===== src/rtl/core/hpds_pkg.sv =====
// ----------------------------------------------------------------------------
// hpds_pkg
// Shared types, widths and constants of the heading PD steering block.
// ----------------------------------------------------------------------------
package hpds_pkg;

  localparam int ANG_W   = 16;                 // binary angle, 32768 = pi
  localparam int GAIN_W  = 16;                 // Q4.12 gains
  localparam int CRD_W   = 28;                 // CORDIC x/y datapath
  localparam int PHS_W   = 18;                 // CORDIC angle accumulator
  localparam int ITERS   = 16;
  localparam int CNT_W   = 4;
  localparam int MUL_W   = ANG_W + 1;          // signed multiplier operands
  localparam int PRD_W   = 2 * MUL_W;
  localparam int SUM_W   = PRD_W + 1;
  localparam int FRAC_SH = 12;
  localparam int SAT_W   = SUM_W - FRAC_SH;

  localparam int APB_DW  = 32;
  localparam int APB_AW  = 3;

  localparam logic [GAIN_W-1:0] PROP_GAIN_RST  = 16'd16085;
  localparam logic [GAIN_W-1:0] DERIV_GAIN_RST = 16'd7721;

  localparam logic signed [PHS_W-1:0] QUARTER_TURN = 18'sd16384;
  localparam logic signed [SAT_W-1:0] SAT_POS      = 23'sd16384;
  localparam logic signed [SAT_W-1:0] SAT_NEG      = -23'sd16384;

  // register map, indexed by paddr[2]
  typedef enum logic {
    REG_PROP_GAIN  = 1'b0,
    REG_DERIV_GAIN = 1'b1
  } reg_idx_t;

  typedef enum logic [3:0] {
    ST_IDLE   = 4'b0001,
    ST_CORDIC = 4'b0010,
    ST_PD     = 4'b0100,
    ST_HOLD   = 4'b1000
  } seq_state_t;

  typedef struct packed {
    logic                    start;
    logic signed [ANG_W-1:0] dir_x;
    logic signed [ANG_W-1:0] dir_z;
  } crd_req_t;

  typedef struct packed {
    logic                    done;
    logic signed [ANG_W-1:0] angle;
  } crd_res_t;

  typedef struct packed {
    logic                    start;
    logic signed [ANG_W-1:0] err;
  } pd_req_t;

  typedef struct packed {
    logic                    done;
    logic signed [ANG_W-1:0] correction;
  } pd_res_t;

  typedef struct packed {
    logic [GAIN_W-1:0] prop_gain;
    logic [GAIN_W-1:0] deriv_gain;
  } gains_t;

  // arctan(2^-i) in binary-angle units
  function automatic logic signed [PHS_W-1:0] atan_lut(input logic [CNT_W-1:0] idx);
    logic signed [PHS_W-1:0] v;
    case (idx)
      4'd0:    v = 18'sd8192;
      4'd1:    v = 18'sd4836;
      4'd2:    v = 18'sd2555;
      4'd3:    v = 18'sd1297;
      4'd4:    v = 18'sd651;
      4'd5:    v = 18'sd326;
      4'd6:    v = 18'sd163;
      4'd7:    v = 18'sd81;
      4'd8:    v = 18'sd41;
      4'd9:    v = 18'sd20;
      4'd10:   v = 18'sd10;
      4'd11:   v = 18'sd5;
      4'd12:   v = 18'sd3;
      4'd13:   v = 18'sd1;
      4'd14:   v = 18'sd1;
      default: v = 18'sd0;
    endcase
    return v;
  endfunction

endpackage


===== src/rtl/core/hpds_in_if.sv =====
// ----------------------------------------------------------------------------
// hpds_in_if
// Input channel: target direction and current heading.
// ----------------------------------------------------------------------------
interface hpds_in_if import hpds_pkg::*; ();
  logic                    valid;
  logic                    ready;
  logic signed [ANG_W-1:0] dir_x;
  logic signed [ANG_W-1:0] dir_z;
  logic signed [ANG_W-1:0] heading;

  modport source (output valid, dir_x, dir_z, heading, input ready);
  modport sink   (input valid, dir_x, dir_z, heading, output ready);
endinterface


===== src/rtl/core/hpds_out_if.sv =====
// ----------------------------------------------------------------------------
// hpds_out_if
// Result channel: saturated steering correction, Q1.14.
// ----------------------------------------------------------------------------
interface hpds_out_if import hpds_pkg::*; ();
  logic                    valid;
  logic                    ready;
  logic signed [ANG_W-1:0] correction;

  modport source (output valid, correction, input ready);
  modport sink   (input valid, correction, output ready);
endinterface


===== src/rtl/core/hpds_cfg.sv =====
// ----------------------------------------------------------------------------
// hpds_cfg
// APB register file holding the proportional and derivative gains.
// ----------------------------------------------------------------------------
module hpds_cfg import hpds_pkg::*; (
  input  logic              clk,
  input  logic              rst_n,
  input  logic              psel,
  input  logic              penable,
  input  logic              pwrite,
  input  logic [APB_AW-1:0] paddr,
  input  logic [APB_DW-1:0] pwdata,
  output logic [APB_DW-1:0] prdata,
  output logic              pready,
  output gains_t            gains
);

  logic [GAIN_W-1:0] prop_r,  prop_nxt;
  logic [GAIN_W-1:0] deriv_r, deriv_nxt;
  logic              wr_en;
  reg_idx_t          idx;

  assign pready = 1'b1;
  assign wr_en  = psel & penable & pwrite & pready;
  assign idx    = reg_idx_t'(paddr[2]);

  always_comb begin
    prop_nxt  = prop_r;
    deriv_nxt = deriv_r;
    if (wr_en) begin
      case (idx)
        REG_PROP_GAIN:  prop_nxt  = pwdata[GAIN_W-1:0];
        REG_DERIV_GAIN: deriv_nxt = pwdata[GAIN_W-1:0];
        default: ;
      endcase
    end
  end

  always_ff @(posedge clk) begin
    if (!rst_n) begin
      prop_r  <= PROP_GAIN_RST;
      deriv_r <= DERIV_GAIN_RST;
    end else begin
      prop_r  <= prop_nxt;
      deriv_r <= deriv_nxt;
    end
  end

  always_comb begin
    case (idx)
      REG_PROP_GAIN:  prdata = {{(APB_DW-GAIN_W){1'b0}}, prop_r};
      REG_DERIV_GAIN: prdata = {{(APB_DW-GAIN_W){1'b0}}, deriv_r};
      default:        prdata = '0;
    endcase
  end

  assign gains.prop_gain  = prop_r;
  assign gains.deriv_gain = deriv_r;

endmodule


===== src/rtl/core/hpds_cordic.sv =====
// ----------------------------------------------------------------------------
// hpds_cordic
// Vectoring CORDIC, one micro-rotation per cycle, gives atan2(x, z) as a
// 16-bit binary angle.
// ----------------------------------------------------------------------------
module hpds_cordic import hpds_pkg::*; (
  input  logic     clk,
  input  logic     rst_n,
  input  crd_req_t req,
  output crd_res_t res
);

  logic signed [CRD_W-1:0] cx_r, cx_nxt;
  logic signed [CRD_W-1:0] cy_r, cy_nxt;
  logic signed [PHS_W-1:0] acc_r, acc_nxt;
  logic [CNT_W-1:0]        cnt_r, cnt_nxt;
  logic                    busy_r, busy_nxt;
  logic                    done_r, done_nxt;
  logic                    zero_r, zero_nxt;

  logic signed [CRD_W-1:0] x_ext, z_ext, dx, dy;

  // inputs scaled by 256 for headroom in the fractional bits
  assign x_ext = {{(CRD_W-ANG_W-8){req.dir_x[ANG_W-1]}}, req.dir_x, 8'd0};
  assign z_ext = {{(CRD_W-ANG_W-8){req.dir_z[ANG_W-1]}}, req.dir_z, 8'd0};

  assign dx = cy_r >>> cnt_r;
  assign dy = cx_r >>> cnt_r;

  always_comb begin
    cx_nxt   = cx_r;
    cy_nxt   = cy_r;
    acc_nxt  = acc_r;
    cnt_nxt  = cnt_r;
    busy_nxt = busy_r;
    zero_nxt = zero_r;
    done_nxt = 1'b0;
    if (req.start) begin
      busy_nxt = 1'b1;
      cnt_nxt  = '0;
      zero_nxt = (req.dir_x == '0) && (req.dir_z == '0);
      if (z_ext < 0) begin
        // rotate into the right half-plane first
        if (x_ext >= 0) begin
          cx_nxt  = x_ext;
          cy_nxt  = -z_ext;
          acc_nxt = QUARTER_TURN;
        end else begin
          cx_nxt  = -x_ext;
          cy_nxt  = z_ext;
          acc_nxt = -QUARTER_TURN;
        end
      end else begin
        cx_nxt  = z_ext;
        cy_nxt  = x_ext;
        acc_nxt = '0;
      end
    end else if (busy_r) begin
      if (cy_r > 0) begin
        cx_nxt  = cx_r + dx;
        cy_nxt  = cy_r - dy;
        acc_nxt = acc_r + atan_lut(cnt_r);
      end else begin
        cx_nxt  = cx_r - dx;
        cy_nxt  = cy_r + dy;
        acc_nxt = acc_r - atan_lut(cnt_r);
      end
      cnt_nxt = cnt_r + 1'b1;
      if (cnt_r == CNT_W'(ITERS - 1)) begin
        busy_nxt = 1'b0;
        done_nxt = 1'b1;
      end
    end
  end

  always_ff @(posedge clk) begin
    if (!rst_n) begin
      busy_r <= 1'b0;
      done_r <= 1'b0;
      cnt_r  <= '0;
    end else begin
      busy_r <= busy_nxt;
      done_r <= done_nxt;
      cnt_r  <= cnt_nxt;
    end
  end

  always_ff @(posedge clk) begin
    cx_r   <= cx_nxt;
    cy_r   <= cy_nxt;
    acc_r  <= acc_nxt;
    zero_r <= zero_nxt;
  end

  assign res.done  = done_r;
  assign res.angle = zero_r ? '0 : acc_r[ANG_W-1:0];

`ifndef NO_ASSERTIONS
  a_done_after_last: assert property (@(posedge clk) disable iff (!rst_n)
    done_r |-> !busy_r && $past(busy_r))
    else $error("cordic done without a finished run");
  a_no_restart: assert property (@(posedge clk) disable iff (!rst_n)
    busy_r && !req.start |=> busy_r || done_r)
    else $error("cordic run dropped before the last micro-rotation");
`endif

endmodule


===== src/rtl/core/hpds_pd.sv =====
// ----------------------------------------------------------------------------
// hpds_pd
// PD term on one shared 17x17 signed multiplier: two products, summed,
// floored by 12 bits and clamped to +/-1.0 Q1.14. Holds the previous error.
// ----------------------------------------------------------------------------
module hpds_pd import hpds_pkg::*; (
  input  logic    clk,
  input  logic    rst_n,
  input  gains_t  gains,
  input  pd_req_t req,
  output pd_res_t res
);

  logic signed [ANG_W-1:0] err_r, err_nxt;
  logic signed [ANG_W-1:0] prev_r, prev_nxt;
  logic signed [PRD_W-1:0] prod_r, prod_nxt;
  logic signed [SUM_W-1:0] acc_r, acc_nxt;
  logic signed [ANG_W-1:0] corr_r, corr_nxt;
  logic [2:0]              step_r, step_nxt;  // one-hot: P product, D product, sum
  logic                    done_r, done_nxt;

  logic signed [MUL_W-1:0] diff, mul_a, mul_b;
  logic signed [PRD_W-1:0] mul_p;
  logic signed [SUM_W-1:0] sum;
  logic signed [SAT_W-1:0] scaled;

  assign diff  = {err_r[ANG_W-1], err_r} - {prev_r[ANG_W-1], prev_r};
  assign mul_a = step_r[0] ? {err_r[ANG_W-1], err_r} : diff;
  assign mul_b = step_r[0] ? {1'b0, gains.prop_gain} : {1'b0, gains.deriv_gain};
  assign mul_p = mul_a * mul_b;

  assign sum    = acc_r + {prod_r[PRD_W-1], prod_r};
  assign scaled = sum[SUM_W-1:FRAC_SH];   // floor shift

  always_comb begin
    err_nxt  = err_r;
    prev_nxt = prev_r;
    prod_nxt = prod_r;
    acc_nxt  = acc_r;
    corr_nxt = corr_r;
    step_nxt = {step_r[1:0], 1'b0};
    done_nxt = 1'b0;
    if (req.start) begin
      err_nxt  = req.err;
      step_nxt = 3'b001;
    end
    if (step_r[0]) begin
      prod_nxt = mul_p;
    end
    if (step_r[1]) begin
      acc_nxt  = {prod_r[PRD_W-1], prod_r};
      prod_nxt = mul_p;
    end
    if (step_r[2]) begin
      if (scaled > SAT_POS) begin
        corr_nxt = SAT_POS[ANG_W-1:0];
      end else if (scaled < SAT_NEG) begin
        corr_nxt = SAT_NEG[ANG_W-1:0];
      end else begin
        corr_nxt = scaled[ANG_W-1:0];
      end
      prev_nxt = err_r;
      done_nxt = 1'b1;
    end
  end

  always_ff @(posedge clk) begin
    if (!rst_n) begin
      prev_r <= '0;
      step_r <= '0;
      done_r <= 1'b0;
    end else begin
      prev_r <= prev_nxt;
      step_r <= step_nxt;
      done_r <= done_nxt;
    end
  end

  always_ff @(posedge clk) begin
    err_r  <= err_nxt;
    prod_r <= prod_nxt;
    acc_r  <= acc_nxt;
    corr_r <= corr_nxt;
  end

  assign res.done       = done_r;
  assign res.correction = corr_r;

`ifndef NO_ASSERTIONS
  a_step_onehot: assert property (@(posedge clk) disable iff (!rst_n)
    $onehot0(step_r))
    else $error("pd step sequencer not one-hot");
  a_prev_update: assert property (@(posedge clk) disable iff (!rst_n)
    done_r |-> prev_r == err_r)
    else $error("previous error not updated with the result");
`endif

endmodule


===== src/rtl/core/heading_pd_steering_top.sv =====
// ----------------------------------------------------------------------------
// heading_pd_steering_top
// PD heading controller: CORDIC atan2 target angle, wrapped heading error,
// proportional plus derivative term, saturated Q1.14 correction.
//
//   channel  direction  payload                        transfer when
//   in_ch    sink       dir_x, dir_z, heading (s16)    valid & ready
//   out_ch   source     correction (s16, Q1.14)        valid & ready
//   apb      slave      gains at 0x0 / 0x4 (u16 Q4.12) psel & penable & pwrite
//
// From input transfer to result valid: the pre-rotation is loaded at the
// transfer edge, then come 16 CORDIC micro-rotations, one error capture,
// three PD steps and the output register load.
// in_ch.ready is high only while idle.
// The output register lets the next item start while a result waits; a
// result that finds it still full is held until out_ch drains.
// Synchronous active-low reset; gains return to defaults, previous error to 0.
// ----------------------------------------------------------------------------
module heading_pd_steering_top import hpds_pkg::*; (
  input  logic              clk,
  input  logic              rst_n,
  hpds_in_if.sink           in_ch,
  hpds_out_if.source        out_ch,
  input  logic              psel,
  input  logic              penable,
  input  logic              pwrite,
  input  logic [APB_AW-1:0] paddr,
  input  logic [APB_DW-1:0] pwdata,
  output logic [APB_DW-1:0] prdata,
  output logic              pready
);

  seq_state_t              st_r, st_nxt;
  logic signed [ANG_W-1:0] heading_r, heading_nxt;
  logic                    out_valid_r, out_valid_nxt;
  logic signed [ANG_W-1:0] out_data_r, out_data_nxt;

  gains_t   gains;
  crd_req_t crd_req;
  crd_res_t crd_res;
  pd_req_t  pd_req;
  pd_res_t  pd_res;
  logic     in_xfer, out_free, load_out;

  hpds_cfg u_cfg (
    .clk     (clk),
    .rst_n   (rst_n),
    .psel    (psel),
    .penable (penable),
    .pwrite  (pwrite),
    .paddr   (paddr),
    .pwdata  (pwdata),
    .prdata  (prdata),
    .pready  (pready),
    .gains   (gains)
  );

  assign in_ch.ready = (st_r == ST_IDLE);
  assign in_xfer     = in_ch.valid & in_ch.ready;

  assign crd_req.start = in_xfer;
  assign crd_req.dir_x = in_ch.dir_x;
  assign crd_req.dir_z = in_ch.dir_z;

  hpds_cordic u_cordic (
    .clk   (clk),
    .rst_n (rst_n),
    .req   (crd_req),
    .res   (crd_res)
  );

  // error wraps modulo one turn
  assign pd_req.start = crd_res.done;
  assign pd_req.err   = crd_res.angle - heading_r;

  hpds_pd u_pd (
    .clk   (clk),
    .rst_n (rst_n),
    .gains (gains),
    .req   (pd_req),
    .res   (pd_res)
  );

  assign out_free = !out_valid_r || out_ch.ready;
  assign load_out = out_free && (((st_r == ST_PD) && pd_res.done) || (st_r == ST_HOLD));

  always_comb begin
    st_nxt        = st_r;
    heading_nxt   = heading_r;
    out_valid_nxt = out_valid_r;
    out_data_nxt  = out_data_r;
    if (in_xfer) begin
      heading_nxt = in_ch.heading;
    end
    if (out_valid_r && out_ch.ready) begin
      out_valid_nxt = 1'b0;
    end
    if (load_out) begin
      out_valid_nxt = 1'b1;
      out_data_nxt  = pd_res.correction;
    end
    case (st_r)
      ST_IDLE:   if (in_xfer) st_nxt = ST_CORDIC;
      ST_CORDIC: if (crd_res.done) st_nxt = ST_PD;
      ST_PD: begin
        if (pd_res.done) st_nxt = out_free ? ST_IDLE : ST_HOLD;
      end
      ST_HOLD:   if (out_free) st_nxt = ST_IDLE;
      default:   st_nxt = ST_IDLE;
    endcase
  end

  always_ff @(posedge clk) begin
    if (!rst_n) begin
      st_r        <= ST_IDLE;
      out_valid_r <= 1'b0;
    end else begin
      st_r        <= st_nxt;
      out_valid_r <= out_valid_nxt;
    end
  end

  always_ff @(posedge clk) begin
    heading_r  <= heading_nxt;
    out_data_r <= out_data_nxt;
  end

  assign out_ch.valid      = out_valid_r;
  assign out_ch.correction = out_data_r;

`ifndef NO_ASSERTIONS
  a_accept_starts: assert property (@(posedge clk) disable iff (!rst_n)
    in_xfer |=> st_r == ST_CORDIC)
    else $error("accepted item did not start the CORDIC");
  a_cordic_done_state: assert property (@(posedge clk) disable iff (!rst_n)
    crd_res.done |-> st_r == ST_CORDIC)
    else $error("CORDIC result outside its sequencer state");
  a_pd_done_state: assert property (@(posedge clk) disable iff (!rst_n)
    pd_res.done |-> st_r == ST_PD)
    else $error("PD result outside its sequencer state");
  a_out_range: assert property (@(posedge clk) disable iff (!rst_n)
    out_valid_r |-> out_data_r <= $signed(SAT_POS[ANG_W-1:0])
                 && out_data_r >= $signed(SAT_NEG[ANG_W-1:0]))
    else $error("correction outside the saturation limits");
`endif

endmodule


===== src/flat_wrapper.sv =====
// flat-port wrapper written by rule: the top's interface ports become plain ports
module heading_pd_steering_top_flat import hpds_pkg::*;
  (clk, rst_n, psel, penable, pwrite, paddr, pwdata, prdata, pready, in_ch_valid, in_ch_dir_x, in_ch_dir_z, in_ch_heading, in_ch_ready, out_ch_valid, out_ch_correction, out_ch_ready);
  hpds_in_if in_ch_i ();
  hpds_out_if out_ch_i ();
  input  logic clk;
  input  logic rst_n;
  input  logic psel;
  input  logic penable;
  input  logic pwrite;
  input  logic [APB_AW-1:0] paddr;
  input  logic [APB_DW-1:0] pwdata;
  output logic [APB_DW-1:0] prdata;
  output logic pready;
  input wire logic [$bits(in_ch_i.valid)-1:0] in_ch_valid;
  input wire logic [$bits(in_ch_i.dir_x)-1:0] in_ch_dir_x;
  input wire logic [$bits(in_ch_i.dir_z)-1:0] in_ch_dir_z;
  input wire logic [$bits(in_ch_i.heading)-1:0] in_ch_heading;
  output wire logic [$bits(in_ch_i.ready)-1:0] in_ch_ready;
  output wire logic [$bits(out_ch_i.valid)-1:0] out_ch_valid;
  output wire logic [$bits(out_ch_i.correction)-1:0] out_ch_correction;
  input wire logic [$bits(out_ch_i.ready)-1:0] out_ch_ready;
  assign in_ch_i.valid = in_ch_valid;
  assign in_ch_i.dir_x = in_ch_dir_x;
  assign in_ch_i.dir_z = in_ch_dir_z;
  assign in_ch_i.heading = in_ch_heading;
  assign in_ch_ready = in_ch_i.ready;
  assign out_ch_valid = out_ch_i.valid;
  assign out_ch_correction = out_ch_i.correction;
  assign out_ch_i.ready = out_ch_ready;
  heading_pd_steering_top u_core (.clk(clk), .rst_n(rst_n), .in_ch(in_ch_i), .out_ch(out_ch_i), .psel(psel), .penable(penable), .pwrite(pwrite), .paddr(paddr), .pwdata(pwdata), .prdata(prdata), .pready(pready));
endmodule

===== config.mk =====
export PLATFORM = sky130hd
export DESIGN_NAME = heading_pd_steering_top_flat
export DESIGN_NICKNAME = d
export VERILOG_FILES = /design/src/rtl/core/hpds_pkg.sv /design/src/rtl/core/hpds_in_if.sv /design/src/rtl/core/hpds_out_if.sv /design/src/rtl/core/hpds_cfg.sv /design/src/rtl/core/hpds_cordic.sv /design/src/rtl/core/hpds_pd.sv /design/src/rtl/core/heading_pd_steering_top.sv /design/src/flat_wrapper.sv
export SDC_FILE = /design/constraint.sdc
export NUM_CORES = 2
export LEC_CHECK = 0
export ABC_AREA = 1
export BUFFER_PORTS_ARGS = -buffer_cell sky130_fd_sc_hd__buf_2
export CORE_MARGIN = 5
export CORE_UTILIZATION = 50
export CTS_CLUSTER_SIZE = 14
export DETAILED_ROUTE_END_ITERATION = 16
export PLACE_DENSITY = 0.67
export SYNTH_ARGS = -nofsm -noshare
export SYNTH_HDL_FRONTEND = slang
export SYNTH_SLANG_ARGS = --single-unit

===== constraint.sdc =====
create_clock -name clk -period 18.8 [get_ports clk]
set_input_delay 0 -clock clk [delete_from_list [all_inputs] [get_ports clk]]
set_output_delay 0 -clock clk [all_outputs]
set_load 0.03 [all_outputs]

==> results.yml <==
floorplanning:
  core_mm2: 0.0670
  die_width_um: 270
  die_h_um: 270
  rows: 95
  io-pin-count: 141
  start_util_pct: 50.3
  fp.dieArea_mm2: 0.0727
yosys:
  synth_simple_gate_area_share_pct: 26.0
  synth_cell_types: 65
  yosysWarnings: 0
  ys_seq_elements: 282
  synthMuxAreaShare_pct: 0
  syn_inst: 4624
  ys.flop_type: "edfxtp_1"
  synth-adder-area-share_pct: 25.2
  synth-xor-area-share_pct: 4.02
  syn_area_per_cell_um2: 7.29
  seq_area_frac_synth_pct: 22.8
  netlist_area_mm2: 0.0337
  synth_compound_area_share_pct: 10.9
  async_flop_share_pct: 0
  synth_edf_count: 205
  synth_top_family_by_area: "simple AND/OR/NAND/NOR gates"
grt:
  busiest_layer: "met2"
  met3_usage_pct: 3.15
  antenna_found_initial: 0
  gr-total-overflow: 0
  grt.total_usage_pct: 25.1
  use_met2_pct: 42.6
  grt_pass1_vias: 29200
  grt_pass1_wl_mm: 150
  use_met1_pct: 33.7
  grt_start_max_net_pins: 73
routing:
  wl_per_cell_um: 16.4
  dr_total_vias: 30300
  dr.pass1.iters: 6
  antenna_left: 0
  totalWireLength_mm: 92.9
  routed_via_density: 5.34
  drc: 0
  drt-initial-drc-count: 2436
timing:
  skew_ns: 0.0318
  max_freq_mhz: 115
  setup-tns-final_ns: 0
  tightest_slew_ns: 1.21
  finalMaxSlewViolations: 0
  min_period_ns: 8.67
  max_slew_margin_pct: 18.9
  period_share_pct: 46.1
  rsz0062_at_grt: "false"
  hold_viol: 0
  final-setup-viol-count: 0
setup_path:
  slowest_stage: "fa_1"
  crit_buf_inv: 4
  crit_path_start_kind: "flop"
  required_ns: 19.11
  endpoint_kind: "flop"
  critPathMaxStageDelay_ns: 0.96
  crit_top_cell: "nand2_1"
  worst_ep_arrival_time_ns: 8.98
  crit_family: "adder cells"
  critPathKind: "reg -> reg"
  critPathMaxFanout: 16
layout:
  post-route-util_pct: 55.4
  fin_nets: 5373
  antenna_cells: 0
  fillerInstances: 6522
  synthToLayoutAreaGrowth_pct: 10.2
  drive_gt1_share_pct: 7.13
  multi_input_area_mm2: 0.0224
  layout_commonest_cell: "nand2_1"
  regArea_mm2: 0.00770
  final_cell_mix: "nand2_1, inv_1, nor2_1"
  final_area_mm2: 0.0371
cts:
  cts-root-buf: "clkbuf_16"
  clkLatencyLatePin_ns: 0.57
  clock-sinks: 282
  numCtsBuffers: 36
  cts_buffer_depth: 3
  cts_tree: "done"
  htree_num_levels: 2
  cts_hold_buf: 93
  clk_pin_slew_ns: 0.06
  post_cts_buffers: 0
  postCtsResizedCells: 0
run:
  max_cap_viol_count: 0
pwr:
  peakVddDrop_v: 0.000183
  p_per_area_mw_per_mm2: 151
  p_leak_nw: 18.1
placement:
  placed_cell_area_mm2: 0.0349
  gp_congestion: 0.962
  port_buffers: 105
  dpl.hpwl_mm: 72.4
run_status:
  status: "finished clean"
hold_path:
  hp-class: "in -> reg"
==> cell type report <==
cell class	count	share of cell area, %
inverter	808	8.18
sequential	282	20.7
tap	873	2.94
multi-input combinational	3414	60.2
clock inverter	23	0.798
timing repair buffer	229	4.55
clock buffer	43	2.61
==> worst paths after layout <==
| check | startpoint | to | slack, ns | cells past startpoint |
|---|---|---|---|---|
| setup / recovery | u_core.u_pd.err_r[0] | u_core.u_pd.prod_r[30] | 10.13 | 32 |
| hold / removal | pwrite | u_core.u_cfg.deriv_r[9] | 0.05 | 5 |
| hold reg to reg | u_core.u_pd.corr_r[3] | u_core.out_ch.correction[3] | 0.42 | 0 |
| setup reg to reg | u_core.u_pd.err_r[0] | u_core.u_pd.prod_r[30] | 10.13 | 32 |
==> kinds of logic (layout without fill, tap and decap cells) <==
kind of cell	count (synthesis)	count (layout)
AOI/OAI and AO/OA	667	667
DFF	282	282
xor gates and xnor gates	154	154
buffers and inverters	943	1103
and+or+nand+nor	2064	2064
other	2	17
adders and majority gates	512	512
==> tightest hold or removal path, delay by kind of cell <==
kind	cells	cell delay, ns
buffers and inverters	2	0.27
and+or+nand+nor	2	0.14
AOI/OAI and AO/OA	1	0.13
==> layer usage <==
| metal | wire length, µm | vias up |
|---|---|---|
| li1 | - | 15000 |
| met1 | 40300 | 14100 |
| met2 | 43700 | 959 |
| met3 | 5680 | 205 |
| met4 | 3230 | 0 |
| met5 | 0 | - |
==> power breakdown <==
| group | total, mW | switching [mW] | internal [mW] |
|---|---|---|---|
| clock | 0.744 | 0.301 | 0.443 |
| sequential | 1.08 | 0.138 | 0.937 |
| combinational | 3.80 | 2.44 | 1.36 |
| total | 5.62 | 2.88 | 2.74 |
==> per-stage QoR <==
stage / setup slack (ns) / total power, mW / hold WS [ns] / instances
floorplan: 11.31 / 3.88 / 0.0989 / 4639
global placement: 10.31 / 4.75 / 0.178 / 5513
detailed placement: 10.25 / 4.79 / 0.179 / 5513
CTS: 10.20 / 5.60 / 0.0120 / 5672
global route: 9.59 / 6.17 / 0.0713 / 5672
finish: 10.13 / 5.62 / 0.0471 / 5672
==> flip-flops by register name, indices dropped and copies added (netlist names), 16 cells and up, named ones only <==
| signal | flops |
|---|---|
| u_core.u_pd.acc_r | 34 |
| u_core.u_pd.corr_r | 16 |
| u_core.u_pd.prod_r | 34 |
| u_core.u_pd.prev_r | 16 |
| u_core.u_cordic.cx_r | 28 |
| u_core.u_cfg.prop_r | 16 |
| u_core.out_ch.correction | 16 |
| u_core.u_cordic.cy_r | 28 |
| u_core.u_cordic.acc_r | 16 |
| u_core.heading_r | 16 |
| u_core.u_pd.err_r | 16 |
| u_core.u_cfg.deriv_r | 16 |
==> Yosys cell counts (5+ instances only) <==
| cell | n | area share [%] |
|---|---|---|
| xnor2_1 | 52 | 1.4 |
| clkinv_1 | 7 | 0.078 |
| nor3_1 | 53 | 0.79 |
| nand3b_1 | 6 | 0.13 |
| inv_2 | 9 | 0.10 |
| buf_2 | 34 | 0.50 |
| ha_1 | 234 | 8.7 |
| o211ai_1 | 21 | 0.47 |
| nor4_1 | 12 | 0.22 |
| edfxtp_1 | 205 | 18 |
| clkbuf_1 | 68 | 0.76 |
| or2_2 | 30 | 0.56 |
| nand3_2 | 11 | 0.33 |
| a21oi_1 | 278 | 4.1 |
| xor2_1 | 101 | 2.6 |
| o31ai_1 | 7 | 0.16 |
| nor2_4 | 6 | 0.20 |
| nand2_1 | 1098 | 12 |
| a21o_1 | 9 | 0.20 |
| buf_1 | 8 | 0.089 |
| buf_6 | 5 | 0.17 |
| o21ai_1 | 28 | 0.42 |
| o21ai_0 | 239 | 3.5 |
| nor2_1 | 417 | 4.6 |
| o21ai_2 | 13 | 0.34 |
| o21a_1 | 14 | 0.31 |
| o21bai_1 | 10 | 0.22 |
| nand2_2 | 41 | 0.76 |
| nand3_1 | 328 | 4.9 |
| nand4_1 | 30 | 0.56 |
| fa_1 | 278 | 17 |
| inv_1 | 790 | 8.8 |
| a31oi_1 | 17 | 0.32 |
| dfxtp_1 | 77 | 4.6 |
| nor2_2 | 16 | 0.30 |
| buf_4 | 17 | 0.38 |
No activity file was read; power rests on OpenSTA's default activity.
